--- src/hw/rtl/assert_macros.svh ---
// assertion helpers shared by the rtl
`ifndef ASSERT_MACROS_SVH
`define ASSERT_MACROS_SVH

// property checked on every rising clock edge outside reset
`define ASSERT_CLK(label, clk, rst, prop, msg) \
   label: assert property (@(posedge clk) disable iff (rst) prop) else $error(msg);

// implication checked on every rising clock edge outside reset
`define ASSERT_IMPLY(label, clk, rst, ante, cons, msg) \
   label: assert property (@(posedge clk) disable iff (rst) (ante) |-> (cons)) else $error(msg);

`endif

--- src/hw/rtl/owb_pkg.sv ---
package owb_pkg;

   localparam int CNT_W     = 6;
   localparam int BIT_IDX_W = 3;
   localparam int BYTE_W    = 8;
   localparam int PHASE_W   = 4;
   localparam int CMD_W     = 2;
   localparam int ACT_W     = 2;
   localparam int CSR_IDX_W = 3;

   // phase codes
   localparam logic [PHASE_W-1:0] PH_IDLE      = 4'd0;
   localparam logic [PHASE_W-1:0] PH_RST_LOW   = 4'd1;
   localparam logic [PHASE_W-1:0] PH_RST_PRES  = 4'd2;
   localparam logic [PHASE_W-1:0] PH_RST_REC   = 4'd3;
   localparam logic [PHASE_W-1:0] PH_WR_BIT    = 4'd4;
   localparam logic [PHASE_W-1:0] PH_WR_ONE    = 4'd5;
   localparam logic [PHASE_W-1:0] PH_WR_ZERO   = 4'd6;
   localparam logic [PHASE_W-1:0] PH_WR_END    = 4'd7;
   localparam logic [PHASE_W-1:0] PH_RD_SAMPLE = 4'd8;
   localparam logic [PHASE_W-1:0] PH_RD_WAIT   = 4'd9;

   // line actions
   localparam logic [ACT_W-1:0] ACT_RELEASE = 2'd0;
   localparam logic [ACT_W-1:0] ACT_LOW     = 2'd1;
   localparam logic [ACT_W-1:0] ACT_PULSE   = 2'd2;

   // commands
   localparam logic [CMD_W-1:0] CMD_TICK  = 2'd0;
   localparam logic [CMD_W-1:0] CMD_RESET = 2'd1;
   localparam logic [CMD_W-1:0] CMD_WRITE = 2'd2;
   localparam logic [CMD_W-1:0] CMD_READ  = 2'd3;

   // register indexes
   localparam logic [CSR_IDX_W-1:0] REG_RESET_LOW     = 3'd0;
   localparam logic [CSR_IDX_W-1:0] REG_PRESENCE_WIN  = 3'd1;
   localparam logic [CSR_IDX_W-1:0] REG_RESET_REC     = 3'd2;
   localparam logic [CSR_IDX_W-1:0] REG_WRITE_SLOT    = 3'd3;
   localparam logic [CSR_IDX_W-1:0] REG_READ_REC      = 3'd4;

   // register reset values
   localparam logic [CNT_W-1:0] DEF_RESET_LOW    = 6'd48;
   localparam logic [CNT_W-1:0] DEF_PRESENCE_WIN = 6'd6;
   localparam logic [CNT_W-1:0] DEF_RESET_REC    = 6'd47;
   localparam logic [CNT_W-1:0] DEF_WRITE_SLOT   = 6'd6;
   localparam logic [CNT_W-1:0] DEF_READ_REC     = 6'd4;

   localparam logic [BIT_IDX_W-1:0] LAST_BIT = 3'd7;

   typedef struct packed {
      logic [CNT_W-1:0] reset_low_ticks;
      logic [CNT_W-1:0] presence_window_ticks;
      logic [CNT_W-1:0] reset_recovery_ticks;
      logic [CNT_W-1:0] write_slot_ticks;
      logic [CNT_W-1:0] read_recovery_ticks;
   } cfg_type;

   typedef struct packed {
      logic [PHASE_W-1:0]   phase;
      logic [CNT_W-1:0]     tick_counter;
      logic [BIT_IDX_W-1:0] bit_index;
      logic [BYTE_W-1:0]    shift_byte;
      logic [BYTE_W-1:0]    bytes_left;
   } state_type;

   typedef struct packed {
      logic [ACT_W-1:0]  line_action;
      logic              busy_res;
      logic              op_done;
      logic              status;
      logic              read_valid;
      logic [BYTE_W-1:0] read_byte;
      logic              read_last;
   } result_type;

endpackage

--- src/hw/rtl/owb_step.sv ---
module owb_step
   import owb_pkg::*;
(
   input  state_type         cur,
   input  cfg_type           cfg,
   input  logic [CMD_W-1:0]  command,
   input  logic [BYTE_W-1:0] operand,
   input  logic              line_level,
   output state_type         nxt,
   output result_type        res
);

   logic [CNT_W-1:0]     cnt_dec;
   logic                 expired;
   logic [BIT_IDX_W-1:0] bit_inc;
   logic [BYTE_W-1:0]    bytes_dec;

   assign cnt_dec   = cur.tick_counter - CNT_W'(1);
   assign expired   = (cnt_dec == '0);
   assign bit_inc   = cur.bit_index + BIT_IDX_W'(1);
   assign bytes_dec = cur.bytes_left - BYTE_W'(1);

   always_comb begin
      nxt = cur;
      res = '0;
      res.line_action = ACT_RELEASE;
      case (cur.phase)
         PH_RST_LOW: begin
            nxt.tick_counter = cnt_dec;
            if (expired) begin
               nxt.tick_counter = cfg.presence_window_ticks;
               nxt.phase = PH_RST_PRES;
            end else begin
               res.line_action = ACT_LOW;
            end
         end
         PH_RST_PRES: begin
            nxt.tick_counter = cnt_dec;
            // a low level counts as presence even in the last window tick
            if (!line_level) begin
               nxt.tick_counter = cfg.reset_recovery_ticks;
               nxt.phase = PH_RST_REC;
            end else if (expired) begin
               nxt.phase = PH_IDLE;
               res.op_done = 1'b1;
               res.status = 1'b1;
            end
         end
         PH_RST_REC: begin
            nxt.tick_counter = cnt_dec;
            if (expired) begin
               nxt.phase = PH_IDLE;
               res.op_done = 1'b1;
            end
         end
         PH_WR_BIT: begin
            nxt.tick_counter = cfg.write_slot_ticks;
            if (cur.shift_byte[cur.bit_index]) begin
               nxt.phase = PH_WR_ONE;
               res.line_action = ACT_PULSE;
            end else begin
               nxt.phase = PH_WR_ZERO;
               res.line_action = ACT_LOW;
            end
         end
         PH_WR_ONE: begin
            nxt.tick_counter = cnt_dec;
            if (expired) nxt.phase = PH_WR_END;
         end
         PH_WR_ZERO: begin
            nxt.tick_counter = cnt_dec;
            if (expired) nxt.phase = PH_WR_END;
            else res.line_action = ACT_LOW;
         end
         PH_WR_END: begin
            if (cur.bit_index == LAST_BIT) begin
               nxt.phase = PH_IDLE;
               res.op_done = 1'b1;
            end else begin
               // next bit slot starts right away
               nxt.bit_index = bit_inc;
               nxt.tick_counter = cfg.write_slot_ticks;
               if (cur.shift_byte[bit_inc]) begin
                  nxt.phase = PH_WR_ONE;
                  res.line_action = ACT_PULSE;
               end else begin
                  nxt.phase = PH_WR_ZERO;
                  res.line_action = ACT_LOW;
               end
            end
         end
         PH_RD_SAMPLE: begin
            if (line_level) nxt.shift_byte[cur.bit_index] = 1'b1;
            nxt.tick_counter = cfg.read_recovery_ticks;
            nxt.phase = PH_RD_WAIT;
         end
         PH_RD_WAIT: begin
            nxt.tick_counter = cnt_dec;
            if (expired) begin
               nxt.phase = PH_RD_SAMPLE;
               res.line_action = ACT_PULSE;
               if (cur.bit_index == LAST_BIT) begin
                  res.read_valid = 1'b1;
                  res.read_byte = cur.shift_byte;
                  nxt.bytes_left = bytes_dec;
                  nxt.shift_byte = '0;
                  nxt.bit_index = '0;
                  if (bytes_dec == '0) begin
                     res.read_last = 1'b1;
                     res.op_done = 1'b1;
                     res.line_action = ACT_RELEASE;
                     nxt.phase = PH_IDLE;
                  end
               end else begin
                  nxt.bit_index = bit_inc;
               end
            end
         end
         default: begin
            // idle, and unreachable codes behave as idle
            nxt.phase = PH_IDLE;
            case (command)
               CMD_RESET: begin
                  nxt.tick_counter = cfg.reset_low_ticks;
                  nxt.phase = PH_RST_LOW;
                  res.line_action = ACT_LOW;
               end
               CMD_WRITE: begin
                  nxt.shift_byte = operand;
                  nxt.bit_index = '0;
                  nxt.phase = PH_WR_BIT;
               end
               CMD_READ: begin
                  nxt.bytes_left = operand;
                  nxt.shift_byte = '0;
                  nxt.bit_index = '0;
                  nxt.phase = PH_RD_SAMPLE;
                  res.line_action = ACT_PULSE;
               end
               default: begin
               end
            endcase
         end
      endcase
      res.busy_res = (nxt.phase != PH_IDLE);
   end

endmodule

--- src/hw/rtl/one_wire_bus_master.sv ---
// 1-Wire bus master stepped once per bus tick. Every accepted req item is one
// tick: it carries the sampled line level and, while the master is idle, may
// start a reset with presence detect, a one-byte write or an n-byte read
// (operand 0 reads 256 bytes). Each item yields exactly one rsp item telling
// how to drive the line in that tick, plus done, status and read byte flags.
// One item per clock is taken: the phase/counter state updates in the cycle of
// acceptance and the result lands in an output register, so req_stall is only
// raised while a held rsp item is stalled. Timing registers are written over
// the csr port (always ready); the user must write them only while no
// operation is running (not enforced here); a value of 0 counts as 64 ticks.
`include "assert_macros.svh"

module one_wire_bus_master
   import owb_pkg::*;
(
   input  logic                 clock,
   input  logic                 reset,
   input  logic                 req_valid,
   output logic                 req_stall,
   input  logic [CMD_W-1:0]     req_command,
   input  logic [BYTE_W-1:0]    req_operand,
   input  logic                 req_line_level,
   output logic                 rsp_valid,
   input  logic                 rsp_stall,
   output logic [ACT_W-1:0]     rsp_line_action,
   output logic                 rsp_busy_res,
   output logic                 rsp_op_done,
   output logic                 rsp_status,
   output logic                 rsp_read_valid,
   output logic [BYTE_W-1:0]    rsp_read_byte,
   output logic                 rsp_read_last,
   input  logic                 csr_valid,
   output logic                 csr_ready,
   input  logic [CSR_IDX_W-1:0] csr_index,
   input  logic [CNT_W-1:0]     csr_data
);

   cfg_type    cfg_ff, cfg_in;
   state_type  state_ff, state_in;
   result_type res_ff, res_in;
   logic       rsp_valid_ff, rsp_valid_in;
   logic       accept;

   assign csr_ready = 1'b1;
   assign req_stall = rsp_valid_ff & rsp_stall;
   assign accept    = req_valid & ~req_stall;

   always_comb begin
      cfg_in = cfg_ff;
      if (csr_valid) begin
         case (csr_index)
            REG_RESET_LOW:    cfg_in.reset_low_ticks       = csr_data;
            REG_PRESENCE_WIN: cfg_in.presence_window_ticks = csr_data;
            REG_RESET_REC:    cfg_in.reset_recovery_ticks  = csr_data;
            REG_WRITE_SLOT:   cfg_in.write_slot_ticks      = csr_data;
            REG_READ_REC:     cfg_in.read_recovery_ticks   = csr_data;
            default: begin
            end
         endcase
      end
   end

   owb_step u_step (
      .cur        (state_ff),
      .cfg        (cfg_ff),
      .command    (req_command),
      .operand    (req_operand),
      .line_level (req_line_level),
      .nxt        (state_in),
      .res        (res_in)
   );

   assign rsp_valid_in = accept | (rsp_valid_ff & rsp_stall);

   always_ff @(posedge clock) begin
      if (reset) begin
         cfg_ff.reset_low_ticks       <= DEF_RESET_LOW;
         cfg_ff.presence_window_ticks <= DEF_PRESENCE_WIN;
         cfg_ff.reset_recovery_ticks  <= DEF_RESET_REC;
         cfg_ff.write_slot_ticks      <= DEF_WRITE_SLOT;
         cfg_ff.read_recovery_ticks   <= DEF_READ_REC;
         state_ff     <= '0;
         rsp_valid_ff <= 1'b0;
      end else begin
         cfg_ff       <= cfg_in;
         rsp_valid_ff <= rsp_valid_in;
         if (accept) state_ff <= state_in;
      end
   end

   // result payload needs no reset
   always_ff @(posedge clock) begin
      if (accept) res_ff <= res_in;
   end

   assign rsp_valid       = rsp_valid_ff;
   assign rsp_line_action = res_ff.line_action;
   assign rsp_busy_res    = res_ff.busy_res;
   assign rsp_op_done     = res_ff.op_done;
   assign rsp_status      = res_ff.status;
   assign rsp_read_valid  = res_ff.read_valid;
   assign rsp_read_byte   = res_ff.read_byte;
   assign rsp_read_last   = res_ff.read_last;

   // busy flag of the delivered item tracks the phase it left behind
   `ASSERT_CLK(a_busy_matches_phase, clock, reset,
      accept |=> (rsp_busy_res == (state_ff.phase != PH_IDLE)), "busy flag disagrees with phase")
   `ASSERT_IMPLY(a_last_ends_op, clock, reset, rsp_valid && rsp_read_last,
      rsp_op_done && rsp_read_valid && !rsp_busy_res, "last read byte without end of operation")
   `ASSERT_IMPLY(a_status_on_done, clock, reset, rsp_valid && rsp_status,
      rsp_op_done && !rsp_read_valid, "status raised outside a finished reset")
   `ASSERT_CLK(a_idle_tick_stays_idle, clock, reset,
      (accept && state_ff.phase == PH_IDLE && req_command == CMD_TICK)
      |=> (state_ff.phase == PH_IDLE), "plain tick left idle")

endmodule
--- config.mk ---
export PLATFORM = sky130hd
export DESIGN_NAME = one_wire_bus_master
export DESIGN_NICKNAME = d
export VERILOG_FILES = /design/src/hw/rtl/owb_pkg.sv /design/src/hw/rtl/owb_step.sv /design/src/hw/rtl/one_wire_bus_master.sv
export VERILOG_INCLUDE_DIRS = /design/src /design/src/hw/rtl
export SDC_FILE = /design/constraint.sdc
export NUM_CORES = 1
export LEC_CHECK = 0
export BUFFER_PORTS_ARGS = -buffer_cell sky130_fd_sc_hd__buf_4
export CAP_MARGIN = 20
export CORE_ASPECT_RATIO = 1.1
export CORE_UTILIZATION = 49
export DETAILED_ROUTE_END_ITERATION = 6
export GPL_ROUTABILITY_DRIVEN = 1
export GPL_TIMING_DRIVEN = 0
export PLACE_DENSITY = 0.68
export SLEW_MARGIN = 20
export SYNTH_ARGS = -nofsm -noshare
export SYNTH_HDL_FRONTEND = slang
export SYNTH_SLANG_ARGS = --single-unit
export TNS_END_PERCENT = 10
--- constraint.sdc ---
create_clock -name clock -period 2.9 [get_ports clock]
set_input_delay 0.435 -clock clock [delete_from_list [all_inputs] [get_ports clock]]
set_output_delay 0.435 -clock clock [all_outputs]
set_load 0.005 [all_outputs]
==> summary.md, run 1 <==
| Metric | Value |
|---|---|
| Clk slew on worst S/H paths | roughly 80 ps |
| Total global routing overflow | 0 |
| Final setup viols | 0 |
| H-tree depth | 3 |
| 1st-iter DRT viols | about 340 |
| Placed Area | roughly 4800 µm² |
| Clk root buf | clkbuf_8 |
| Routability cong. | ~0.95 |
| Crit. End Element | flip-flop |
| WL/cell | between 15 and 20 µm |
| Sw frac | 0.304 |
| Clock Latency Late Sink | about 360 ps |
| Rel. slew slack | 0.473 |
| Post-Route Utilization | 0.589 |
| Die height | approximately 100 µm |
| Largest net degree at the start of global routing | 25 |
| Hold Path Class | primary input to flip-flop |
| I/O Buffers | 40 |
| Net Count, Synth | around 560 |
| Synth-to-Final Area Change | 15.0% |
| Row Count | 35 |
| Share of the synthesized area in the top cell type | 0.276 |
| TritonRoute pass-1 iters | 5 |
| TritonCTS clock tree | yes |
| Part of the power in registers | 0.441 |
| Most common cell in the netlist | dfxtp_1 |
| CTS resizes | 0 |
| Outcome | completed |
| Pin slew with the least headroom to its limit | roughly 800 ps |
| Post-DP HPWL | 9200 µm |
| Ys async rst share | 0 |
| Post-synth top cells | dfxtp_1, nand2_1, nor2_1 |
| Synth area leader | dfxtp_1 |
| Comb pwr share | 0.215 |
| Overall Global Routing Usage | 0.278 |
| Clock power share | 0.344 |
| CTS Hold Buffers Added | 0 |
| Worst-path maximum fanout | 10 |
| Psw | roughly 0.00080 W |
| Core area | roughly 8500 µm² |
| Slew Limit Fails | 0 |
| Ant diodes | 0 |
| Cts bufs inserted | 9 |
| Top cells by area, synth | dfxtp_1, edfxtp_1, nand2_1, nor2_1, a21oi_1 |
| CTS Sinks | 75 |
| Ports | 43 |
| Post-synth EDFFs | 15 |
| Clk_skew | about 11 ps |
| Layout Nets | approximately 610 |
| CP Data Arrival Time | ~2900 ps |
| Routed vias | between 4000 and 5000 |
| Initial core utilization | 0.513 |
| DR vias/cell | 6.04 |
| Avg Synthesized Cell Area | a little over 8 µm² |
| WP data required | 3000 ps |
| GRT Max-Usage Layer | met2 |
| VDD IR max | just under 0.0003 V |
| Distinct cell type count after synthesis | 73 |
| Post-synthesis cell area | around 4400 µm² |
| Fraction of layout cells with a size suffix above 1 | 0.134 |
| RSZ-0062 raised after global routing | no |
| Worst-case clock buffer depth | 2 |
| Ys flop type | dfxtp_1 |
| DRT antenna net count | 0 |
| Cells after synthesis | approximately 530 |
| Crit Path Category | flip-flop to flip-flop |
| Power Density | around 520 nW/µm² |
| Fin Setup TNS | 0 ps |
| Met1 global-route usage | 0.333 |
| Met3 usage | 0.0543 |
| P_leak | 1.85 nW |
| Register area share after synthesis | 0.379 |
| Internal power | about 0.0018 W |
| Die X | around 90 µm |
| Max Freq | 360 MHz |
| Tcrit/Tclk final | 0.958 |
| Period minus WS final | about 2800 ps |
| Number of max-cap violations | 0 |
| Total Wirelength | 12400 µm |
| Initial antenna violation count | 0 |
| Synthesis warning total | 0 |
| Final Hold Vio Count | 0 |
| Count of state elements after synthesis | 75 |
| Startpoint types | flip-flop |
| Final Cell Area | roughly 5000 µm² |
| First-pass GRT wire length | around 20000 µm |
| Die Area | around 9300 µm² |
| Post-CTS setup buffers | 0 |
| Vias in the first global route | between 3000 and 4000 |
| Met2 Use GR | 0.493 |
| DRC | 0 |
power by group through the flow:
stage / Sequential [W] / Combinational (W) / Clock (W)
final: 0.00115 / 0.000564 / 0.000900
after global routing: 0.00116 / 0.000611 / 0.000940
after CTS: 0.00115 / 0.000555 / 0.000904
after detailed placement: 0.00118 / 0.000551 / 0
after global placement: 0.00118 / 0.000547 / 0
after floorplan: 0.00117 / 0.000379 / 0
final cells by class:
type / count / area [µm²]
flip-flops and latches: 75 / 1650
plain buffers: 39 / 156
well taps: 111 / 139
repair buffers: 40 / 300
clock inverters: 7 / 92.6
multi-input cells: 395 / 2480
inverters: 17 / 63.8
fillers: 832 / 3490
clock buffers: 9 / 124
state kept, by name (all words and copies together) (netlist names):
register and cells:
state_ff 29, cfg_ff 30, rsp_op_done 1, rsp_line_action 2
rsp_read_last 1, rsp_read_valid 1, rsp_busy_res 1, rsp_status 1
rsp_read_byte 8, rsp_valid 1
placed cells by master (no fill, tap or decap), types with 5 or more instances in the layout:
cell type / Yosys / final
o21ai_0: 32 / 32
mux2i_1: 17 / 17
inv_1: 17 / 17
nor3_1: 10 / 10
and2_1: 5 / 5
a21o_1: 6 / 6
edfxtp_1: 15 / 15
clkbuf_1: 32 / 31
ha_1: 6 / 6
nand2_1: 55 / 55
and3_1: 15 / 15
nand3b_1: 5 / 5
a31oi_1: 7 / 7
o31ai_1: 6 / 6
clkbuf_8: 0 / 9
a211o_1: 10 / 10
nor2b_1: 19 / 19
a21oi_1: 36 / 36
buf_4: 1 / 41
a221oi_1: 9 / 9
or3_1: 6 / 6
dfxtp_1: 60 / 60
nand3_1: 17 / 17
nor2_1: 49 / 49
logic make-up (layout without fill, tap and decap cells):
logic type,count (synthesis),in the layout,synth area share
compound gates,148,148,0.231
xor+xnor,6,6,0.0121
fa+ha+maj,6,6,0.0172
buf+inv,57,112,0.0514
flops,75,75,0.379
mux,21,21,0.0546
other cells,1,1,0.000861
simple gates,213,213,0.253
per-layer routing:
metal	wire [µm]	vias up
li1	-	2021
met5	0	-
met4	350	0
met2	6160	171
met1	5210	1962
met3	676	30
worst paths after layout:
check | endpoint | cells after the start | slack, ps | startpoint
worst max-delay path | rsp_busy_res | 9 | 120 | state_ff[25]
worst min-delay path | rsp_valid | 3 | 300 | req_valid
worst max register to register | rsp_busy_res | 9 | 120 | state_ff[25]
worst min register to register | cfg_ff[25] | 2 | 450 | cfg_ff[25]
metrics by stage:
step | std cells | power [W] | worst slack (ps) | hold WS (ps)
after CTS | 694 | 0.00261 | 175 | 296
after floorplan | 527 | 0.00155 | 539 | 430
final | 693 | 0.00262 | 121 | 296
after global placement | 678 | 0.00172 | 173 | 445
after global routing | 693 | 0.00271 | 17.9 | 309
after detailed placement | 678 | 0.00173 | 215 | 447
critical path, cell delays in order, from the launching register on:
cell	delay (ps)
dfxtp_1	380
clkbuf_1	320
clkbuf_1	380
buf_1	440
nor2b_1	200
o31ai_1	70
a31oi_1	330
o21ai_0	160
nor2_1	140
nand3_1	90
Note: power is estimated with default switching activity, not from simulation.
==> run 2: changes to the inputs <==
--- a/config.mk
+++ b/config.mk
@@ -9,11 +9,11 @@
 export BUFFER_PORTS_ARGS = -buffer_cell sky130_fd_sc_hd__buf_4
 export CAP_MARGIN = 20
 export CORE_ASPECT_RATIO = 1.1
-export CORE_UTILIZATION = 49
+export CORE_UTILIZATION = 40
 export DETAILED_ROUTE_END_ITERATION = 6
 export GPL_ROUTABILITY_DRIVEN = 1
 export GPL_TIMING_DRIVEN = 0
-export PLACE_DENSITY = 0.68
+export SKIP_LAST_GASP = 1
 export SLEW_MARGIN = 20
 export SYNTH_ARGS = -nofsm -noshare
 export SYNTH_HDL_FRONTEND = slang
==> run 2 against run 1 <==
Compared with the run above:
- worst hold slack better by 15 ps
- design area is 2.8% higher
- first-iteration DRC count is 22% lower
- non-clock buffer count stayed put
- clock skew is 6.0 ps lower
- largest power group is now clock
- maximum frequency is 2.1% higher
- via count is 0.41% higher
- clock power is 33% higher
- critical path depth stayed put
- register-to-register slack better by 60 ps
==> summary.md, run 2 (synthesized netlist as in run 1, its figures left out) <==
| Metric | Value |
|---|---|
| Rel. slew slack | 0.523 (+0.0503) |
| DRT antenna net count | 0 (unchanged) |
| Hold path depth | 3 (unchanged) |
| Die height | 111 µm (+10%) |
| Commonest non-fill, non-tap cell in the layout | dfxtp_1 |
| Overall Power | 0.00292 W (+12%) |
| DRC | 0 (unchanged) |
| Synth-to-Final Area Change | 18.2% |
| 1st-iter DRT viols | 267 (-22%) |
| Period minus WS final | 2720 ps (-58.0 ps) |
| Routability cong. | 0.891 (-6.6%) |
| Ant diodes | 0 (unchanged) |
| Pin slew with the least headroom to its limit | 707 ps (-74.6 ps) |
| Worst-path maximum fanout | 10 (unchanged) |
| Top reg by flops | cfg_ff |
| Total global routing overflow | 0 (unchanged) |
| DR vias/cell | 5.79 (-4.0%) |
| Max reg flops | 30 (unchanged) |
| I/O Buffers | 40 (unchanged) |
| Fraction of layout cells with a size suffix above 1 | 0.136 (+0.00172) |
| Final Hold Vio Count | 0 (unchanged) |
| Max Freq | 368 MHz (+2.1%) |
| Fin Setup TNS | 0 ps (unchanged) |
| Die X | 101 µm (+10%) |
| Worst R2R Start | state_ff[25] |
| Clock Latency Late Sink | 340 ps (-20 ps) |
| TritonRoute pass-1 iters | 7 (+2) |
| Startpoint types | flip-flop |
| Post-DP HPWL | 9440 µm (+2.6%) |
| Outcome | completed |
| Clk slew on worst S/H paths | 60 ps (-20 ps) |
| WL/cell | 17.6 µm (-1.5%) |
| Cts bufs inserted | 9 (unchanged) |
| WP data required | 2980 ps (-20 ps) |
| Tcrit/Tclk final | 0.938 (-0.0200) |
| Setup slack, reg-to-reg | 180 ps (+60 ps) |
| TritonCTS clock tree | yes |
| H-tree depth | 3 (unchanged) |
| Ports | 43 (unchanged) |
| Routed vias | 4201 (+0.41%) |
| Clk_skew | 5.45 ps (-6.04 ps) |
| Final setup viols | 0 (unchanged) |
| Row Count | 39 (+11%) |
| CP Data Arrival Time | 2800 ps (-80 ps) |
| Power Density | 567 nW/µm² (+8.5%) |
| Hold Path End | rsp_valid |
| Hold Path Class | primary input to flip-flop |
| Clk root buf | clkbuf_16 |
| Layout fillers | 1048 (+26%) |
| Slew Limit Fails | 0 (unchanged) |
| CTS Hold Buffers Added | 0 (unchanged) |
| Largest net degree at the start of global routing | 25 (unchanged) |
| Vias in the first global route | 3955 (+3.7%) |
| Crit. End Element | flip-flop |
| Post-CTS setup buffers | 0 (unchanged) |
| RSZ-0062 raised after global routing | no |
| First-pass GRT wire length | 20700 µm (+4.5%) |
| Worst-case clock buffer depth | 2 (unchanged) |
| Cells on worst reg2reg path | 9 (unchanged) |
| P_leak | 1.90 nW (+2.9%) |
| Initial antenna violation count | 0 (unchanged) |
| VDD IR max | 0.000281 V (-2.8%) |
| Crit Path Category | flip-flop to flip-flop |
| Reg2reg end | rsp_busy_res |
| Total Wirelength | 12800 µm (+3.0%) |
| Layout Nets | 608 (unchanged) |
| Number of max-cap violations | 0 (unchanged) |
| Overall Global Routing Usage | 0.239 (-0.0391) |
| Die Area | 11300 µm² (+22%) |
| Initial core utilization | 0.415 (-0.0975) |
| CTS Sinks | 75 (unchanged) |
| Core area | 10500 µm² (+23%) |
| Hold Crit Start | req_valid |
| CTS resizes | 0 (unchanged) |
| Most frequent cells in the layout | dfxtp_1, nand2_1, nor2_1 |
| Post-Route Utilization | 0.491 (-0.0988) |
[run 2: report_power, final]
part           switching, W  internal [W]
Clock              0.000448      0.000751
Combinational      0.000337      0.000227
Sequential        0.0000402       0.00112
[run 2: critical path, stage by stage, from the launching register on]
cell	delay, ps
dfxtp_1	380
clkbuf_1	330
clkbuf_1	380
buf_1	430
nor2b_1	190
o31ai_1	70
a31oi_1	300
o21ai_0	150
nor2_1	130
nand3_1	90
[run 2: cell type report]
type | instances | area [µm²] | share of cell area
Multi-Input combinational cell | 395 | 2480 | 0.482
Tap cell | 143 | 179 | 0.0348
Timing Repair Buffer | 40 | 300 | 0.0583
Clock inverter | 7 | 91.3 | 0.0177
Sequential cell | 75 | 1650 | 0.321
Clock buffer | 9 | 225 | 0.0438
Inverter | 17 | 63.8 | 0.0124
Buffer | 39 | 156 | 0.0304
[run 2: worst max-delay path by stage]
stage / startpoint / end / slack, ps / cells past startpoint
4_1_cts: state_ff[19] / rsp_line_action[1] / 200 / 8
5_1_grt: state_ff[25] / rsp_busy_res / 20 / 9
3_3_place_gp: state_ff[17] / rsp_busy_res / 190 / 9
6_report: state_ff[25] / rsp_busy_res / 180 / 9
2_1_floorplan: state_ff[0] / rsp_busy_res / 540 / 8
3_5_place_dp: state_ff[19] / rsp_read_byte[4] / 230 / 7
[run 2: through the flow]
step | area, µm² | std cells | setup slack, ps | hold slack [ps]
2_1_floorplan | 4360 | 527 | 539 | 430
3_3_place_gp | 4830 | 710 | 186 | 446
3_5_place_dp | 4830 | 710 | 228 | 450
4_1_cts | 5150 | 726 | 201 | 314
5_1_grt | 5150 | 725 | 23.5 | 317
6_report | 5150 | 725 | 179 | 311
[run 2: layer usage]
metal	up-vias	part of all wire	global-route usage	wire, µm
li1	2019	-	-	-
met1	2009	0.44	0.307	5590
met2	142	0.48	0.394	6130
met3	31	0.052	0.0458	670
met4	0	0.030	0.0908	384
met5	-	0	0	0
